File: config.mk
export PLATFORM = sky130hd
export DESIGN_NAME = xmodem_block_sender_flat
export DESIGN_NICKNAME = d
export VERILOG_FILES = /design/src/hw/rtl/xbs_pkg.sv /design/src/hw/rtl/xbs_in_if.sv /design/src/hw/rtl/xbs_out_if.sv /design/src/hw/rtl/xbs_ram.sv /design/src/hw/rtl/xbs_front.sv /design/src/hw/rtl/xbs_back.sv /design/src/hw/rtl/xmodem_block_sender.sv /design/src/flat_wrapper.sv
export SDC_FILE = /design/constraint.sdc
export NUM_CORES = 1
export LEC_CHECK = 0
export ABC_AREA = 0
export BUFFER_PORTS_ARGS = -buffer_cell sky130_fd_sc_hd__buf_4
export CAP_MARGIN = 15
export CORE_MARGIN = 5
export CORE_UTILIZATION = 51
export CTS_BUF_LIST = sky130_fd_sc_hd__clkbuf_8
export DETAILED_ROUTE_END_ITERATION = 6
export PLACE_DENSITY = 0.66
export SYNTH_ARGS = -nofsm -noshare
export SYNTH_HDL_FRONTEND = slang
export SYNTH_SLANG_ARGS = --single-unit
File: constraint.sdc
create_clock -name clk -period 8.4 [get_ports clk]
set_input_delay 1.26 -clock clk [delete_from_list [all_inputs] [get_ports clk]]
set_output_delay 1.26 -clock clk [all_outputs]
set_load 0.005 [all_outputs]
File: src/hw/rtl/xbs_pkg.sv
// Shared constants, codes and types for the XMODEM block sender.
package xbs_pkg;

    localparam int PAYLOAD_BYTES = 128;
    localparam int ADDR_W = $clog2(PAYLOAD_BYTES);
    localparam int CNT_W = $clog2(PAYLOAD_BYTES + 4) + 1;
    localparam int QDEPTH = 2;
    localparam int QPTR_W = $clog2(QDEPTH);
    localparam int QCNT_W = $clog2(QDEPTH + 1);

    localparam logic [CNT_W-1:0] FILL_FULL = CNT_W'(PAYLOAD_BYTES);
    localparam logic [CNT_W-1:0] HDR_BYTES = CNT_W'(3);
    localparam logic [CNT_W-1:0] POS_CKSUM = CNT_W'(3 + PAYLOAD_BYTES);

    localparam logic [7:0] CH_SOH = 8'h01;
    localparam logic [7:0] CH_ACK = 8'h06;
    localparam logic [7:0] CH_NAK = 8'h15;
    localparam logic [7:0] CH_EOT = 8'h04;

    localparam logic [1:0] CMD_LOAD  = 2'd0;
    localparam logic [1:0] CMD_END   = 2'd1;
    localparam logic [1:0] CMD_LINE  = 2'd2;
    localparam logic [1:0] CMD_REPLY = 2'd3;

    localparam logic [2:0] PH_FILL     = 3'd0;
    localparam logic [2:0] PH_SEND     = 3'd1;
    localparam logic [2:0] PH_WAIT     = 3'd2;
    localparam logic [2:0] PH_DONE     = 3'd3;
    localparam logic [2:0] PH_ERR      = 3'd4;
    localparam logic [2:0] PH_SEND_EOT = 3'd5;
    localparam logic [2:0] PH_WAIT_EOT = 3'd6;

    typedef struct packed {
        logic [1:0] kind;
        logic [7:0] data;
        logic       is_ack;
        logic       is_nak;
    } xbs_op_t;

endpackage

File: src/hw/rtl/xbs_in_if.sv
// Request channel carrying commands and their data bytes.
interface xbs_in_if;
    logic       valid;
    logic       ready;
    logic [1:0] command;
    logic [7:0] data_byte;

    modport source (output valid, output command, output data_byte, input ready);
    modport sink (input valid, input command, input data_byte, output ready);
endinterface

File: src/hw/rtl/xbs_out_if.sv
// Result channel carrying one line byte and status per request.
interface xbs_out_if;
    logic       valid;
    logic       ready;
    logic       tx_valid;
    logic [7:0] tx_byte;
    logic       load_refused;
    logic [2:0] status;

    modport source (output valid, output tx_valid, output tx_byte, output load_refused,
                    output status, input ready);
    modport sink (input valid, input tx_valid, input tx_byte, input load_refused,
                  input status, output ready);
endinterface

File: src/hw/rtl/xbs_ram.sv
// Generic single-write, single-read RAM with a registered read port.
module xbs_ram #(
    parameter int WIDTH = 8,
    parameter int DEPTH = 128
) (
    input  logic                     clk,
    input  logic                     we,
    input  logic [$clog2(DEPTH)-1:0] waddr,
    input  logic [WIDTH-1:0]         wdata,
    input  logic [$clog2(DEPTH)-1:0] raddr,
    output logic [WIDTH-1:0]         rdata
);

    logic [WIDTH-1:0] mem_reg [DEPTH];
    logic [WIDTH-1:0] rdata_reg;

    always_ff @(posedge clk)
    begin
        if (we)
        begin
            mem_reg[waddr] <= wdata;
        end
        rdata_reg <= mem_reg[raddr];
    end

    assign rdata = rdata_reg;

endmodule

File: src/hw/rtl/xbs_front.sv
// Front end: accepts requests, classifies them and queues them for the back end.
module xbs_front
    import xbs_pkg::*;
(
    input  logic     clk,
    input  logic     rst_n,
    xbs_in_if.sink   cmd_chan,
    output xbs_op_t  op,
    output logic     op_valid,
    input  logic     op_pop
);

    xbs_op_t           q_reg [QDEPTH];
    logic [QPTR_W-1:0] wr_ptr_reg;
    logic [QPTR_W-1:0] rd_ptr_reg;
    logic [QCNT_W-1:0] count_reg;
    logic              push;
    xbs_op_t           new_op;

    assign cmd_chan.ready = (count_reg != QCNT_W'(QDEPTH));
    assign push = cmd_chan.valid && cmd_chan.ready;

    always_comb
    begin
        new_op.kind   = cmd_chan.command;
        new_op.data   = cmd_chan.data_byte;
        new_op.is_ack = (cmd_chan.data_byte == CH_ACK);
        new_op.is_nak = (cmd_chan.data_byte == CH_NAK);
    end

    always_ff @(posedge clk)
    begin
        if (push)
        begin
            q_reg[wr_ptr_reg] <= new_op;
        end
    end

    always_ff @(posedge clk or negedge rst_n)
    begin
        if (!rst_n)
        begin
            wr_ptr_reg <= '0;
            rd_ptr_reg <= '0;
            count_reg  <= '0;
        end
        else
        begin
            if (push)
            begin
                wr_ptr_reg <= wr_ptr_reg + 1'b1;
            end
            if (op_pop)
            begin
                rd_ptr_reg <= rd_ptr_reg + 1'b1;
            end
            if (push && !op_pop)
            begin
                count_reg <= count_reg + 1'b1;
            end
            else if (op_pop && !push)
            begin
                count_reg <= count_reg - 1'b1;
            end
        end
    end

    assign op       = q_reg[rd_ptr_reg];
    assign op_valid = (count_reg != '0);

endmodule

File: src/hw/rtl/xbs_back.sv
// Back end: runs the sender protocol on queued requests and registers each result.
module xbs_back
    import xbs_pkg::*;
(
    input  logic      clk,
    input  logic      rst_n,
    input  xbs_op_t   op,
    input  logic      op_valid,
    output logic      op_pop,
    input  logic      cfg_wr_en,
    input  logic [7:0] cfg_wr_data,
    xbs_out_if.source res_chan
);

    logic [7:0]       pad_reg;
    logic [CNT_W-1:0] fill_reg, fill_next;
    logic [CNT_W-1:0] pos_reg, pos_next;
    logic [7:0]       num_reg, num_next;
    logic [7:0]       sum_reg, sum_next;
    logic [2:0]       phase_reg, phase_next;
    logic             end_reg, end_next;

    logic             out_valid_reg;
    logic             tx_valid_reg, tx_valid_next;
    logic [7:0]       tx_byte_reg, tx_byte_next;
    logic             refused_reg, refused_next;
    logic [2:0]       status_reg, status_next;

    logic             step;
    logic             ram_we;
    logic [7:0]       ram_rdata;
    logic [CNT_W-1:0] rd_pos;
    logic [CNT_W-1:0] pay_idx;
    logic [7:0]       pay_byte;

    assign step   = op_valid && (!out_valid_reg || res_chan.ready);
    assign op_pop = step;

    // The read address follows the next send position, so the registered
    // read data always matches the current position.
    assign rd_pos  = pos_next - HDR_BYTES;
    assign pay_idx = pos_reg - HDR_BYTES;
    assign pay_byte = (pay_idx < fill_reg) ? ram_rdata : pad_reg;

    xbs_ram #(
        .WIDTH (8),
        .DEPTH (PAYLOAD_BYTES)
    ) u_store (
        .clk   (clk),
        .we    (ram_we),
        .waddr (fill_reg[ADDR_W-1:0]),
        .wdata (op.data),
        .raddr (rd_pos[ADDR_W-1:0]),
        .rdata (ram_rdata)
    );

    always_comb
    begin
        fill_next     = fill_reg;
        pos_next      = pos_reg;
        num_next      = num_reg;
        sum_next      = sum_reg;
        phase_next    = phase_reg;
        end_next      = end_reg;
        tx_valid_next = 1'b0;
        tx_byte_next  = 8'h00;
        refused_next  = 1'b0;
        ram_we        = 1'b0;
        if (step)
        begin
            unique case (op.kind)
                CMD_LOAD:
                begin
                    if (phase_reg == PH_FILL && !end_reg && fill_reg < FILL_FULL)
                    begin
                        ram_we    = 1'b1;
                        fill_next = fill_reg + 1'b1;
                        if (fill_next == FILL_FULL)
                        begin
                            pos_next   = '0;
                            sum_next   = 8'h00;
                            phase_next = PH_SEND;
                        end
                    end
                    else
                    begin
                        refused_next = 1'b1;
                    end
                end
                CMD_END:
                begin
                    if (!end_reg && phase_reg != PH_DONE && phase_reg != PH_ERR)
                    begin
                        end_next = 1'b1;
                        if (phase_reg == PH_FILL)
                        begin
                            if (fill_reg != '0)
                            begin
                                pos_next   = '0;
                                sum_next   = 8'h00;
                                phase_next = PH_SEND;
                            end
                            else
                            begin
                                phase_next = PH_SEND_EOT;
                            end
                        end
                    end
                end
                CMD_LINE:
                begin
                    if (phase_reg == PH_SEND)
                    begin
                        tx_valid_next = 1'b1;
                        if (pos_reg == CNT_W'(0))
                        begin
                            tx_byte_next = CH_SOH;
                        end
                        else if (pos_reg == CNT_W'(1))
                        begin
                            tx_byte_next = num_reg;
                        end
                        else if (pos_reg == CNT_W'(2))
                        begin
                            tx_byte_next = ~num_reg;
                        end
                        else if (pos_reg < POS_CKSUM)
                        begin
                            tx_byte_next = pay_byte;
                            sum_next     = sum_reg + pay_byte;
                        end
                        else
                        begin
                            tx_byte_next = sum_reg;
                        end
                        if (pos_reg >= POS_CKSUM)
                        begin
                            phase_next = PH_WAIT;
                        end
                        else
                        begin
                            pos_next = pos_reg + 1'b1;
                        end
                    end
                    else if (phase_reg == PH_SEND_EOT)
                    begin
                        tx_valid_next = 1'b1;
                        tx_byte_next  = CH_EOT;
                        phase_next    = PH_WAIT_EOT;
                    end
                end
                CMD_REPLY:
                begin
                    if (phase_reg == PH_WAIT)
                    begin
                        if (op.is_ack)
                        begin
                            num_next   = num_reg + 1'b1;
                            fill_next  = '0;
                            pos_next   = '0;
                            sum_next   = 8'h00;
                            phase_next = end_reg ? PH_SEND_EOT : PH_FILL;
                        end
                        else if (op.is_nak)
                        begin
                            pos_next   = '0;
                            sum_next   = 8'h00;
                            phase_next = PH_SEND;
                        end
                        else
                        begin
                            phase_next = PH_ERR;
                        end
                    end
                    else if (phase_reg == PH_WAIT_EOT)
                    begin
                        phase_next = op.is_ack ? PH_DONE : PH_ERR;
                    end
                end
                default:
                begin
                end
            endcase
        end
    end

    always_comb
    begin
        unique case (phase_next)
            PH_SEND_EOT: status_next = PH_SEND;
            PH_WAIT_EOT: status_next = PH_WAIT;
            default:     status_next = phase_next;
        endcase
    end

    always_ff @(posedge clk or negedge rst_n)
    begin
        if (!rst_n)
        begin
            pad_reg       <= 8'h00;
            fill_reg      <= '0;
            pos_reg       <= '0;
            num_reg       <= 8'h01;
            sum_reg       <= 8'h00;
            phase_reg     <= PH_FILL;
            end_reg       <= 1'b0;
            out_valid_reg <= 1'b0;
        end
        else
        begin
            if (cfg_wr_en)
            begin
                pad_reg <= cfg_wr_data;
            end
            fill_reg  <= fill_next;
            pos_reg   <= pos_next;
            num_reg   <= num_next;
            sum_reg   <= sum_next;
            phase_reg <= phase_next;
            end_reg   <= end_next;
            if (step)
            begin
                out_valid_reg <= 1'b1;
            end
            else if (res_chan.ready)
            begin
                out_valid_reg <= 1'b0;
            end
        end
    end

    always_ff @(posedge clk)
    begin
        if (step)
        begin
            tx_valid_reg <= tx_valid_next;
            tx_byte_reg  <= tx_byte_next;
            refused_reg  <= refused_next;
            status_reg   <= status_next;
        end
    end

    assign res_chan.valid        = out_valid_reg;
    assign res_chan.tx_valid     = tx_valid_reg;
    assign res_chan.tx_byte      = tx_byte_reg;
    assign res_chan.load_refused = refused_reg;
    assign res_chan.status       = status_reg;

    a_fill_bound: assert property (@(posedge clk) disable iff (!rst_n)
        fill_reg <= FILL_FULL)
        else $error("Fill count exceeds the block size.");

    a_pos_bound: assert property (@(posedge clk) disable iff (!rst_n)
        pos_reg <= POS_CKSUM)
        else $error("Send position runs past the checksum.");

    a_err_sticky: assert property (@(posedge clk) disable iff (!rst_n)
        phase_reg == PH_ERR |=> phase_reg == PH_ERR)
        else $error("Protocol error state was left before reset.");

    a_store_write: assert property (@(posedge clk) disable iff (!rst_n)
        ram_we |-> (phase_reg == PH_FILL && !end_reg))
        else $error("Block store written outside the filling phase.");

endmodule

File: src/hw/rtl/xmodem_block_sender.sv
// Top level of the XMODEM checksum block sender.
// A request's result is registered at the clock edge after the one that accepts it,
// when the queue is empty and the result channel is free.
// Throughput: one request per cycle while the result channel is ready, set by the
// single-step back end and the registered block store read, addressed one position ahead.
// Reset clears all control state and sets the block number to one and the pad byte to zero.
module xmodem_block_sender
    import xbs_pkg::*;
(
    input  logic       clk,
    input  logic       rst_n,
    xbs_in_if.sink     cmd_chan,
    xbs_out_if.source  res_chan,
    input  logic       cfg_wr_en,
    input  logic [7:0] cfg_wr_data
);

    xbs_op_t op;
    logic    op_valid;
    logic    op_pop;

    xbs_front u_front (
        .clk      (clk),
        .rst_n    (rst_n),
        .cmd_chan (cmd_chan),
        .op       (op),
        .op_valid (op_valid),
        .op_pop   (op_pop)
    );

    xbs_back u_back (
        .clk         (clk),
        .rst_n       (rst_n),
        .op          (op),
        .op_valid    (op_valid),
        .op_pop      (op_pop),
        .cfg_wr_en   (cfg_wr_en),
        .cfg_wr_data (cfg_wr_data),
        .res_chan    (res_chan)
    );

endmodule
File: src/flat_wrapper.sv
// flat-port wrapper written by rule: the top's interface ports become plain ports
module xmodem_block_sender_flat import xbs_pkg::*;
  (clk, rst_n, cfg_wr_en, cfg_wr_data, cmd_chan_valid, cmd_chan_command, cmd_chan_data_byte, cmd_chan_ready, res_chan_valid, res_chan_tx_valid, res_chan_tx_byte, res_chan_load_refused, res_chan_status, res_chan_ready);
  xbs_in_if cmd_chan_i ();
  xbs_out_if res_chan_i ();
  input  logic clk;
  input  logic rst_n;
  input  logic cfg_wr_en;
  input  logic [7:0] cfg_wr_data;
  input wire logic [$bits(cmd_chan_i.valid)-1:0] cmd_chan_valid;
  input wire logic [$bits(cmd_chan_i.command)-1:0] cmd_chan_command;
  input wire logic [$bits(cmd_chan_i.data_byte)-1:0] cmd_chan_data_byte;
  output wire logic [$bits(cmd_chan_i.ready)-1:0] cmd_chan_ready;
  output wire logic [$bits(res_chan_i.valid)-1:0] res_chan_valid;
  output wire logic [$bits(res_chan_i.tx_valid)-1:0] res_chan_tx_valid;
  output wire logic [$bits(res_chan_i.tx_byte)-1:0] res_chan_tx_byte;
  output wire logic [$bits(res_chan_i.load_refused)-1:0] res_chan_load_refused;
  output wire logic [$bits(res_chan_i.status)-1:0] res_chan_status;
  input wire logic [$bits(res_chan_i.ready)-1:0] res_chan_ready;
  assign cmd_chan_i.valid = cmd_chan_valid;
  assign cmd_chan_i.command = cmd_chan_command;
  assign cmd_chan_i.data_byte = cmd_chan_data_byte;
  assign cmd_chan_ready = cmd_chan_i.ready;
  assign res_chan_valid = res_chan_i.valid;
  assign res_chan_tx_valid = res_chan_i.tx_valid;
  assign res_chan_tx_byte = res_chan_i.tx_byte;
  assign res_chan_load_refused = res_chan_i.load_refused;
  assign res_chan_status = res_chan_i.status;
  assign res_chan_i.ready = res_chan_ready;
  xmodem_block_sender u_core (.clk(clk), .rst_n(rst_n), .cmd_chan(cmd_chan_i), .res_chan(res_chan_i), .cfg_wr_en(cfg_wr_en), .cfg_wr_data(cfg_wr_data));
endmodule
Word level (Yosys, flattened, before mapping)
Memories as Yosys holds them, arrays and structs flattened. A register that Yosys moved wholly into a read port is not among the register bits.
Cells that the tools add are included.
{"block": "op_classes", "n_addsub": 10, "magnitude_cmp": 4, "eq_ne": 30, "n_mux": 68, "bitwise": 1, "reduce_logical": 25}
{"cell": "two-way mux 8 bit", "n": 19}
{"cell": "two-way mux 9 bit", "n": 14}
{"cell": "two-way mux 3 bit", "n": 16}
{"cell": "one-hot mux 9 bit (4 select lines)", "n": 1}
{"cell": "one-hot mux 8 bit (4 select lines)", "n": 1}
{"cell": "inequality test 2 bit (second input constant)", "n": 13}
{"cell": "adder 9 x 1 -> 9 bit (second input constant)", "n": 2}
{"cell": "less-than comparator 9 x 8 -> 1 bit (second input constant)", "n": 2}
{"cell": "one-hot mux 9 bit (2 select lines)", "n": 1}
{"cell": "AND reduction 13 bit", "n": 1}
{"cell": "equality test 3 bit (second input constant)", "n": 4}
{"cell": "two-way mux 1 bit", "n": 12}
{"cell": "one-hot mux 3 bit (4 select lines)", "n": 1}
{"cell": "equality test 9 x 1 -> 1 bit (second input constant)", "n": 1}
{"cell": "equality test 9 x 2 -> 1 bit (second input constant)", "n": 1}
{"cell": "equality test 9 x 8 -> 1 bit (second input constant)", "n": 1}
{"cell": ">= comparator 9 x 8 -> 1 bit (second input constant)", "n": 1}
{"cell": "zero test 9 bit", "n": 1}
{"cell": "less-than comparator 9 bit", "n": 1}
{"cell": "nonzero test 9 bit", "n": 1}
{"cell": "subtractor 9 x 2 -> 9 bit (second input constant)", "n": 1}
{"cell": "adder 8 x 1 -> 8 bit (second input constant)", "n": 1}
{"cell": "adder 8 bit", "n": 1}
{"cell": "equality test 8 x 3 -> 1 bit (second input constant)", "n": 1}
{"cell": "other kinds (23)", "n": 40}
{"block": "totals", "register_bits": 64, "ram_bits": 1048, "in_bits": 23, "output_inout_bits": 15, "word_cells": 155, "mem_count": 2}
{"name": "u_core.u_back.u_store.mem_reg", "words": 128, "word_bits": 8, "read_ports": 1, "rd_clocked_by_memory_dff": 1, "wr": 1, "line_no": "xbs_ram.sv:14", "source": "logic [WIDTH-1:0] mem_reg [DEPTH];"}
{"name": "u_core.u_front.q_reg", "words": 2, "word_bits": 12, "read_ports": 1, "rd_clocked_by_memory_dff": 0, "wr": 1, "line_no": "xbs_front.sv:13", "source": "xbs_op_t q_reg [QDEPTH];"}

Logic depth before layout (Yosys ltp)
Gate-level depths: netlist of the first run.
{"block": "depth", "word_depth": 10, "ltp_mapped": 24}

Cells and area by module
Synthesis of the first run repeated with hierarchy kept, for this count alone.
{"block": "unflattened", "cells_unflattened": 2150, "area_unflattened_um2": 44899.3}
{"mod": "xbs_ram", "n_inst": 1, "cells_each": 1635, "area_each_um2": 39665.5, "seq_area_each_um2": 30909.6}
{"mod": "xbs_back", "n_inst": 1, "cells_each": 454, "area_each_um2": 4093.9, "seq_area_each_um2": 1567.8}
{"mod": "xbs_front", "n_inst": 1, "cells_each": 61, "area_each_um2": 1139.8, "seq_area_each_um2": 820.8}

Least setup slack after synthesis of the first run
No wires, ideal clock.
{"block": "synth_timing", "path_kind": "input-to-reg", "start": "in res_chan_ready", "end": "reg u_core.u_back.u_store.rdata_reg[1] (netlist: u_core.u_back.u_store.rdata[1]), read port of u_core.u_back.u_store.mem_reg", "setup_ns": 0.136, "arrival_time_ns": 6.467, "path_slack_ns": 1.797, "path_stages": 21, "path_buffers": 9, "path_cell_list": "nand2b_1 > o21ai_1 > inv_1 > nand2_1 > nor3_2 > o21a_1 > buf_2 > buf_6 > buf_6 > buf_2 > buf_4 > inv_1 > ha_1 > clkbuf_1 > clkbuf_1 > clkbuf_1 > clkbuf_1 > mux4_2 > mux4_2 > a22oi_1 > o211ai_1"}
{"block": "synth_via", "elab_chain_len": 4}
{"item": "start, declared", "line_no": "flat_wrapper.sv:19", "source": "input wire logic [$bits(res_chan_i.ready)-1:0] res_chan_ready;"}
{"item": "logical OR 1 bit", "line_no": "xbs_back.sv:36", "source": "assign step = op_valid && (!out_valid_reg || res_chan.ready);"}
{"item": "logical AND 1 bit", "line_no": "xbs_back.sv:36"}
{"item": "via u_core.op_pop", "line_no": "xmodem_block_sender.sv:20", "source": "logic op_pop;"}
{"item": "two-way mux 9 bit", "line_no": "xbs_back.sv:69", "source": "if (step)"}
{"item": "via u_core.u_back.pos_next[0]", "line_no": "xbs_back.sv:17", "source": "logic [CNT_W-1:0] pos_reg, pos_next;"}
{"item": "subtractor 7 x 2 -> 7 bit", "line_no": "xbs_back.sv:41", "source": "assign rd_pos = pos_next - HDR_BYTES;"}
{"item": "end, declared", "line_no": "xbs_ram.sv:15", "source": "logic [WIDTH-1:0] rdata_reg;"}
The timed path passes the listed nets, and every way through them passes these cells.
A chain may end at the register's enable or synchronous reset.

Worst setup path in the final report of the first run
{"block": "layout_timing", "start": "reg u_core.u_front.rd_ptr_reg", "end": "reg u_core.u_back.u_store.rdata_reg[3] (netlist: u_core.u_back.u_store.rdata[3]), read port of u_core.u_back.u_store.mem_reg"}
{"block": "layout_via", "elab_chain_len": 7}
{"item": "start, declared", "line_no": "xbs_front.sv:15", "source": "logic [QPTR_W-1:0] rd_ptr_reg;"}
{"item": "start signal, assigned", "line_no": "xbs_front.sv:55", "source": "rd_ptr_reg <= rd_ptr_reg + 1'b1;"}
{"item": "memory (2 x 12 bit) (*)"}
{"item": "two-way mux 9 bit", "line_no": "xbs_back.sv:164", "source": "else if (op.is_nak)"}
{"item": "two-way mux 9 bit", "line_no": "xbs_back.sv:156", "source": "if (op.is_ack)"}
{"item": "two-way mux 9 bit", "line_no": "xbs_back.sv:154", "source": "if (phase_reg == PH_WAIT)"}
{"item": "one-hot mux 9 bit (4 select lines) (*)", "line_no": "xbs_back.sv:71", "source": "unique case (op.kind)"}
{"item": "two-way mux 9 bit (*)", "line_no": "xbs_back.sv:69"}
{"item": "subtractor 7 x 2 -> 7 bit (*)", "line_no": "xbs_back.sv:41"}
Mark *: on every way between the ends. The rest lies on a longest branch, timed or not.

==> reports/qor.csv, run 1 <==
stage,metric,value,unit
clock_network,"Reg clk slew, reported paths",60,ps
clock_network,post-CTS setup buffers,0,
sta,Worst-Margin Slew,1250,ps
grt,GR Util met3,0.0455,
yosys,Syn Area/Cell,20.3,µm²
grt,met1 Use GR,0.313,
sta,Pins Over Slew Limit,0,
grt,Tot GR Track Use,0.223,
grt,total grt overflow,0,
grt,GR peak layer,met2,
clock_network,hold_buf cts,0,
yosys,largest cells by area after synthesis,"edfxtp_1, mux4_2, dfrtp_1, nor2_1, mux2_2",
floorplan,initial core utilization,0.512,
clock_network,Root Driver,clkbuf_8,
sta,clk_skew,39.5,ps
floorplan,core area,0.0880,mm²
power_and_ir_drop,PD cells,330,mW/mm²
clock_network,Max Buffers Root-to-Sink,3,
sta,Final TNS setup,0,ps
layout,nets,2415,
sta,RSZ-0062 raised after global routing,no,
yosys,"Top FF cell, synth",edfxtp_1,
yosys,cell taking the most area after synthesis,edfxtp_1,
setup_path,Worst Setup EP,u_core.u_back.u_store.rdata[3]$_DFF_P_,
yosys,sequential-to-total area share from yosys stat,0.740,
routing,Routed wire per std cell,28.1,µm
yosys,most instantiated library cell after synthesis,edfxtp_1,
routing,# DRC,0,
power_and_ir_drop,leakage,16.2,nW
setup_path,CP endpoint kind,register,
yosys,Yosys reg bits,1120,
yosys,Unique masters post-synth,73,
clock_network,post-CTS sizing,0,
layout,Layout Cells excl Fill,3675,
floorplan,Site Rows,109,
routing,routed wire length,103000,µm
sta,final hold violations,0,
clock_network,H-Tree Depth,4,
grt,initial antenna violation count,1,
layout,Layout fillers,6433,
placed_design,routability cong.,0.856,
setup_path,worst-path fanout max,96,
min_path,Worst Hold Class,in2async,
layout,Area Growth Syn to Fin,11.4,%
layout,Largest register FFs,1024,
setup_path,crit path launch,u_core.u_front.rd_ptr_reg$_DFFE_PN0P_,
floorplan,die area,0.0943,mm²
sta,Slew HR,0.165,
clock_network,clk sink count,1120,
clock_network,Skew-Pair Late Insertion Delay,820,ps
setup_path,crit path kind,reg2reg,
placed_design,# port buffers,37,
yosys,Synth Warn #,0,
clock_network,CTS tree,done,
grt,GR Util met2,0.358,
grt,first-pass GRT wire length,155000,µm
setup_path,Required @ worst endpoint,9080,ps
setup_path,Reg2Reg Depth,12,
yosys,commonest cells in the netlist,"edfxtp_1, mux4_2, nor2_1",
yosys,Post-synth EDFFs,1061,
setup_path,worst reg-to-reg setup slack,2070,ps
sta,min cycle time layout,6330,ps
clock_network,Num CTS Buffers,175,
outcome,status,finished clean,
routing,DRT iter0 DRCs,2583,
yosys,Syn Nets,2270,
grt,vias in the first global route,23128,
setup_path,crit start category,register,
setup_path,reg2reg start,u_core.u_front.rd_ptr_reg$_DFFE_PN0P_,
floorplan,Vert. Die Dim,307,µm
sta,period utilisation layout,0.753,
sta,Final Setup Violations,0,
placed_design,Placed Instances,3353,
sta,fmax,158,MHz
setup_path,worst reg2reg endpoint,u_core.u_back.u_store.rdata[3]$_DFF_P_,
power_and_ir_drop,maximum VDD drop,0.198,mV
setup_path,arrival time worst endpoint,7000,ps
yosys,ys async rst share,0.0455,
yosys,"Cell Area, Synth",0.0450,mm²
routing,drt via density,6.16,
routing,DRT antenna net count,0,
layout,layout cells sized above 1,0.270,
floorplan,Die W,307,µm
floorplan,IO Count,38,
routing,detailed-router iteration count before antenna repair,6,
flow_run,Max-Cap Viols,0,
grt,largest net degree at the start of global routing,105,
yosys,top-area cell type share of the netlist area,0.708,
routing,via count,22643,
power_and_ir_drop,final total power,0.0166,W
placed_design,DP HPWL,62100,µm
yosys,post-synthesis instance total,2222,
## layout by cell type (no fill, tap or decap), types with 23 or more instances in the layout
cell,count
edfxtp_1,1061
buf_4,73
clkinv_1,36
mux4_2,308
dfrtp_1,50
a21oi_1,42
ha_1,23
nand2_1,51
mux2_2,31
clkbuf_8,185
nor2_1,180
inv_1,91
o21ai_0,25
## layer usage
metal | wire (µm) | vias up | part of all wire
li1 | - | 9511 | -
met1 | 41200 | 11947 | 0.40
met2 | 50900 | 1000 | 0.49
met3 | 8030 | 183 | 0.078
met4 | 3110 | 2 | 0.030
met5 | 13 | - | 0.00013
## power by group
group	leakage (nW)	total, W	internal [W]	switching, W
combinational	4.00	0.00506	0.00206	0.00300
clock	1.96	0.00449	0.00241	0.00208
sequential	10.3	0.00703	0.00690	0.000130
total	16.2	0.0166	0.0114	0.00520
## area by class of cell
type	instances	area [µm²]	share of cell area
repair buffers	81	684	0.0136
well taps	1165	1460	0.0291
flip-flops and latches	1120	33300	0.664
clock inverters	132	886	0.0177
clock buffers	185	2550	0.0508
inverters	36	135	0.00269
multi-input cells	953	11200	0.222
diodes	3	7.51	0.000150
## critical path: stages (launching register included)
cell and delay [ps]:
dfrtp_1 970, nor3b_1 220, nor2_1 840, nor4_1 90, a31oi_1 230, o21a_4 340, buf_4 620, buf_12 620
mux4_2 590, mux4_2 490, a22oi_1 410, o21ai_1 110, or4_1 420
## cell families (layout without fill, tap and decap cells)
family | Yosys count | in the layout | share of synthesized area
muxes | 369 | 369 | 0.169
DFF | 1120 | 1120 | 0.740
adders and majority gates | 25 | 25 | 0.00711
buffers and inverters | 149 | 434 | 0.0154
xor gates and xnor gates | 32 | 32 | 0.00656
AOI/OAI and AO/OA | 166 | 166 | 0.0251
and+or+nand+nor | 361 | 361 | 0.0376
other | 0 | 3 | 0
## worst min-delay path by stage
stage	end	slack [ps]	from	depth (start not counted)
global placement	u_core.u_front.wr_ptr_reg$_DFFE_PN0P_	480	u_core.u_front.wr_ptr_reg$_DFFE_PN0P_	1
global route	u_core.u_front.count_reg[1]$_DFFE_PN0P_	490	rst_n	1
detailed placement	u_core.u_front.wr_ptr_reg$_DFFE_PN0P_	480	u_core.u_front.wr_ptr_reg$_DFFE_PN0P_	1
floorplan	u_core.u_front.wr_ptr_reg$_DFFE_PN0P_	460	u_core.u_front.wr_ptr_reg$_DFFE_PN0P_	1
CTS	u_core.u_back.res_chan.valid$_DFFE_PN0P_	440	rst_n	1
finish	u_core.u_front.count_reg[1]$_DFFE_PN0P_	480	rst_n	1
## through the flow
step	setup slack, ps	area (µm²)	hold slack (ps)	util
floorplan	1800	45000	461	-
global placement	1410	46700	481	0.531
detailed placement	1380	46700	483	0.531
CTS	2040	50100	439	0.570
global route	1560	50200	491	0.570
finish	2070	50200	479	0.570
(Power assumes the default switching activity.)
==> run 2: changes to the inputs <==
PLACE_DENSITY = 0.69   (was 0.66)
clock period = 5.57 ns   (was 8.4 ns; I/O delays follow)
==> run 2 against run 1 <==
Compared with the run above: the run now ends with design-rule violations left; largest cell class unchanged; critical endpoint is now u_core.u_back.u_store.rdata[2]$_DFF_P_; global-route usage is 0.69 points lower; register-to-register slack worse by 1800 ps; flip-flop and latch count stayed put; cell area is 0.23% higher; non-clock buffer count is 24 higher; cell count is 0.65% higher; clock power is 47% higher; critical path depth stayed put.
==> reports/qor.csv, run 2 (same netlist as run 1, synthesis figures left out) <==
stage,metric,value,unit,change
sta,setup ws final,288,ps,-1790 ps
setup_path,max incr delay on CP,690,ps,-280 ps
floorplan,IO Count,38,,unchanged
routing,drt via density,6.08,,-1.4%
routing,DRT antenna net count,0,,unchanged
power_and_ir_drop,leakage,16.3,nW,+0.58%
floorplan,core area,0.0880,mm²,unchanged
min_path,Worst Hold Class,in2reg,,
layout,nets,2440,,+1.0%
clock_network,Skew-Pair Late Insertion Delay,860,ps,+40 ps
setup_path,cell breakdown of the critical path,or4_1 > o41ai_2 > a21oi_1 > a22oi_1 > o31a_1 > o211ai_2 > xnor2_4 > buf_12 > buf_4 > mux4_2 > a221oi_1 > o211ai_1,,
power_and_ir_drop,PD cells,498,mW/mm²,+51%
placed_design,Placed Area,0.0469,mm²,+0.42%
power_and_ir_drop,maximum VDD drop,0.419,mV,+110%
floorplan,Vert. Die Dim,307,µm,unchanged
sta,period utilisation layout,0.948,,+0.195
grt,GR Util met2,0.351,,-0.00628
grt,met1 Use GR,0.298,,-0.0150
outcome,status,finished with violations,,
setup_path,crit start category,register,,
sta,Worst-Margin Slew,1010,ps,-239 ps
routing,detailed-router iteration count before antenna repair,7,,+1
setup_path,worst reg-to-reg setup slack,290,ps,-1790 ps
clock_network,CTS tree,done,,
placed_design,DP HPWL,62800,µm,+1.1%
grt,GR peak layer,met2,,
sta,final hold violations,0,,unchanged
setup_path,CP endpoint kind,register,,
clock_network,Root Driver,clkbuf_8,,
grt,GR Util met3,0.0504,,+0.00489
setup_path,Required @ worst endpoint,6270,ps,-2810 ps
floorplan,Site Rows,109,,unchanged
outcome,failing checks,design-rule violations,,
floorplan,die area,0.0943,mm²,unchanged
placed_design,routability cong.,0.908,,+6.1%
sta,Slew HR,0.324,,+0.160
setup_path,CP max-delay cell,or4_1,,
sta,Pins Over Slew Limit,0,,unchanged
setup_path,crit path kind,reg2reg,,
power_and_ir_drop,final total power,0.0250,W,+51%
routing,DRT iter0 DRCs,2160,,-16%
sta,Final TNS setup,0,ps,unchanged
clock_network,H-Tree Depth,4,,unchanged
layout,Finished Cell Area,0.0503,mm²,+0.23%
routing,via count,22472,,-0.76%
routing,routed wire length,101000,µm,-2.6%
grt,first-pass GRT wire length,151000,µm,-2.1%
grt,Tot GR Track Use,0.216,,-0.00689
clock_network,Num CTS Buffers,176,,+0.57%
routing,Routed wire per std cell,27.2,µm,-3.2%
grt,total grt overflow,0,,unchanged
layout,most frequent cells in the layout,"edfxtp_1, mux4_2, nor2_1",,
clock_network,Max Buffers Root-to-Sink,3,,unchanged
grt,vias in the first global route,23290,,+0.70%
clock_network,clk sink count,1120,,unchanged
sta,clk_skew,55.1,ps,+15.5 ps
sta,Final Setup Violations,0,,unchanged
layout,Area Growth Syn to Fin,11.7,%,
clock_network,"Reg clk slew, reported paths",60,ps,about the same
sta,RSZ-0062 raised after global routing,no,,
setup_path,worst-path fanout max,11,,-89%
floorplan,initial core utilization,0.512,,unchanged
floorplan,Die W,307,µm,unchanged
routing,# DRC,2,,+2
placed_design,worst slack at placement,301,ps,-1080 ps
sta,min cycle time layout,5280,ps,-1040 ps
sta,fmax,189,MHz,+20%
setup_path,arrival time worst endpoint,5980,ps,-1020 ps
grt,largest net degree at the start of global routing,86,,-18%
layout,layout cells sized above 1,0.276,,+0.00551
layout,Largest register FFs,1024,,unchanged
flow_run,Max-Cap Viols,0,,unchanged
layout,"commonest non-fill, non-tap cell in the layout",edfxtp_1,,
placed_design,# port buffers,37,,unchanged
grt,initial antenna violation count,1,,unchanged
## run 2: final cells by class
type | count | area [µm²]
inverters | 36 | 135
fillers | 6397 | 37700
clock buffers | 176 | 2420
repair buffers | 105 | 903
flip-flops and latches | 1120 | 33300
well taps | 1165 | 1460
clock inverters | 143 | 917
diodes | 1 | 2.50
multi-input cells | 953 | 11100
## run 2: worst max-delay path, delay by kind of cell (launching register included)
family / cells / cell delay [ps]
AO/OA/AOI/OAI: 7 / 2330
AND/OR/NAND/NOR: 1 / 690
XOR/XNOR: 1 / 590
multiplexers: 1 / 610
buffers and inverters: 2 / 420
flip-flops: 1 / 480
## run 2: through the flow
step	instances	hold WS, ps	util
CTS	3697	101	0.571
global placement	3377	477	0.533
floorplan	2222	461	-
finish	3699	188	0.572
global route	3699	122	0.572
detailed placement	3377	487	0.533
## run 2: final timing paths
path | start | to | cells after the start
min in group asynchronous | rst_n | u_core.u_back.pad_reg[3]$_DFFE_PN0P_ | 2
hold reg to reg | u_core.u_front.wr_ptr_reg$_DFFE_PN0P_ | u_core.u_front.wr_ptr_reg$_DFFE_PN0P_ | 1
hold / removal | cmd_chan_data_byte[3] | u_core.u_front.q_reg[0][5]$_DFFE_PP_ | 1
setup reg to reg | u_core.u_back.pos_reg[2]$_DFF_PN0_ | u_core.u_back.u_store.rdata[2]$_DFF_P_ | 12
setup / recovery | u_core.u_back.pos_reg[2]$_DFF_PN0_ | u_core.u_back.u_store.rdata[2]$_DFF_P_ | 12
max in group asynchronous | rst_n | u_core.u_back.sum_reg[5]$_DFFE_PN0P_ | 2
## run 2: routing by layer
layer,up-vias,part of all wire
met1,11734,0.40
met4,0,0.022
li1,9541,-
met3,168,0.079
met2,1029,0.50
met5,-,0
## run 2: report_power, final
part | total, W | switching (W) | internal, W | leakage, nW
combinational | 0.00792 | 0.00471 | 0.00322 | 4.14
clock | 0.00658 | 0.00322 | 0.00337 | 1.92
sequential | 0.0105 | 0.000134 | 0.0104 | 10.3
total | 0.0250 | 0.00806 | 0.0170 | 16.3
## run 2: what timing repair did
| item | CTS | global route |
|---|---|---|
| setup endpoints to repair | 0 | 3 |
| hold buffers | 1 | 0 |
| gates resized for setup | 0 | 3 |
| buffers inserted | 0 | 0 |
| hold endpoints to repair | 26 | 0 |
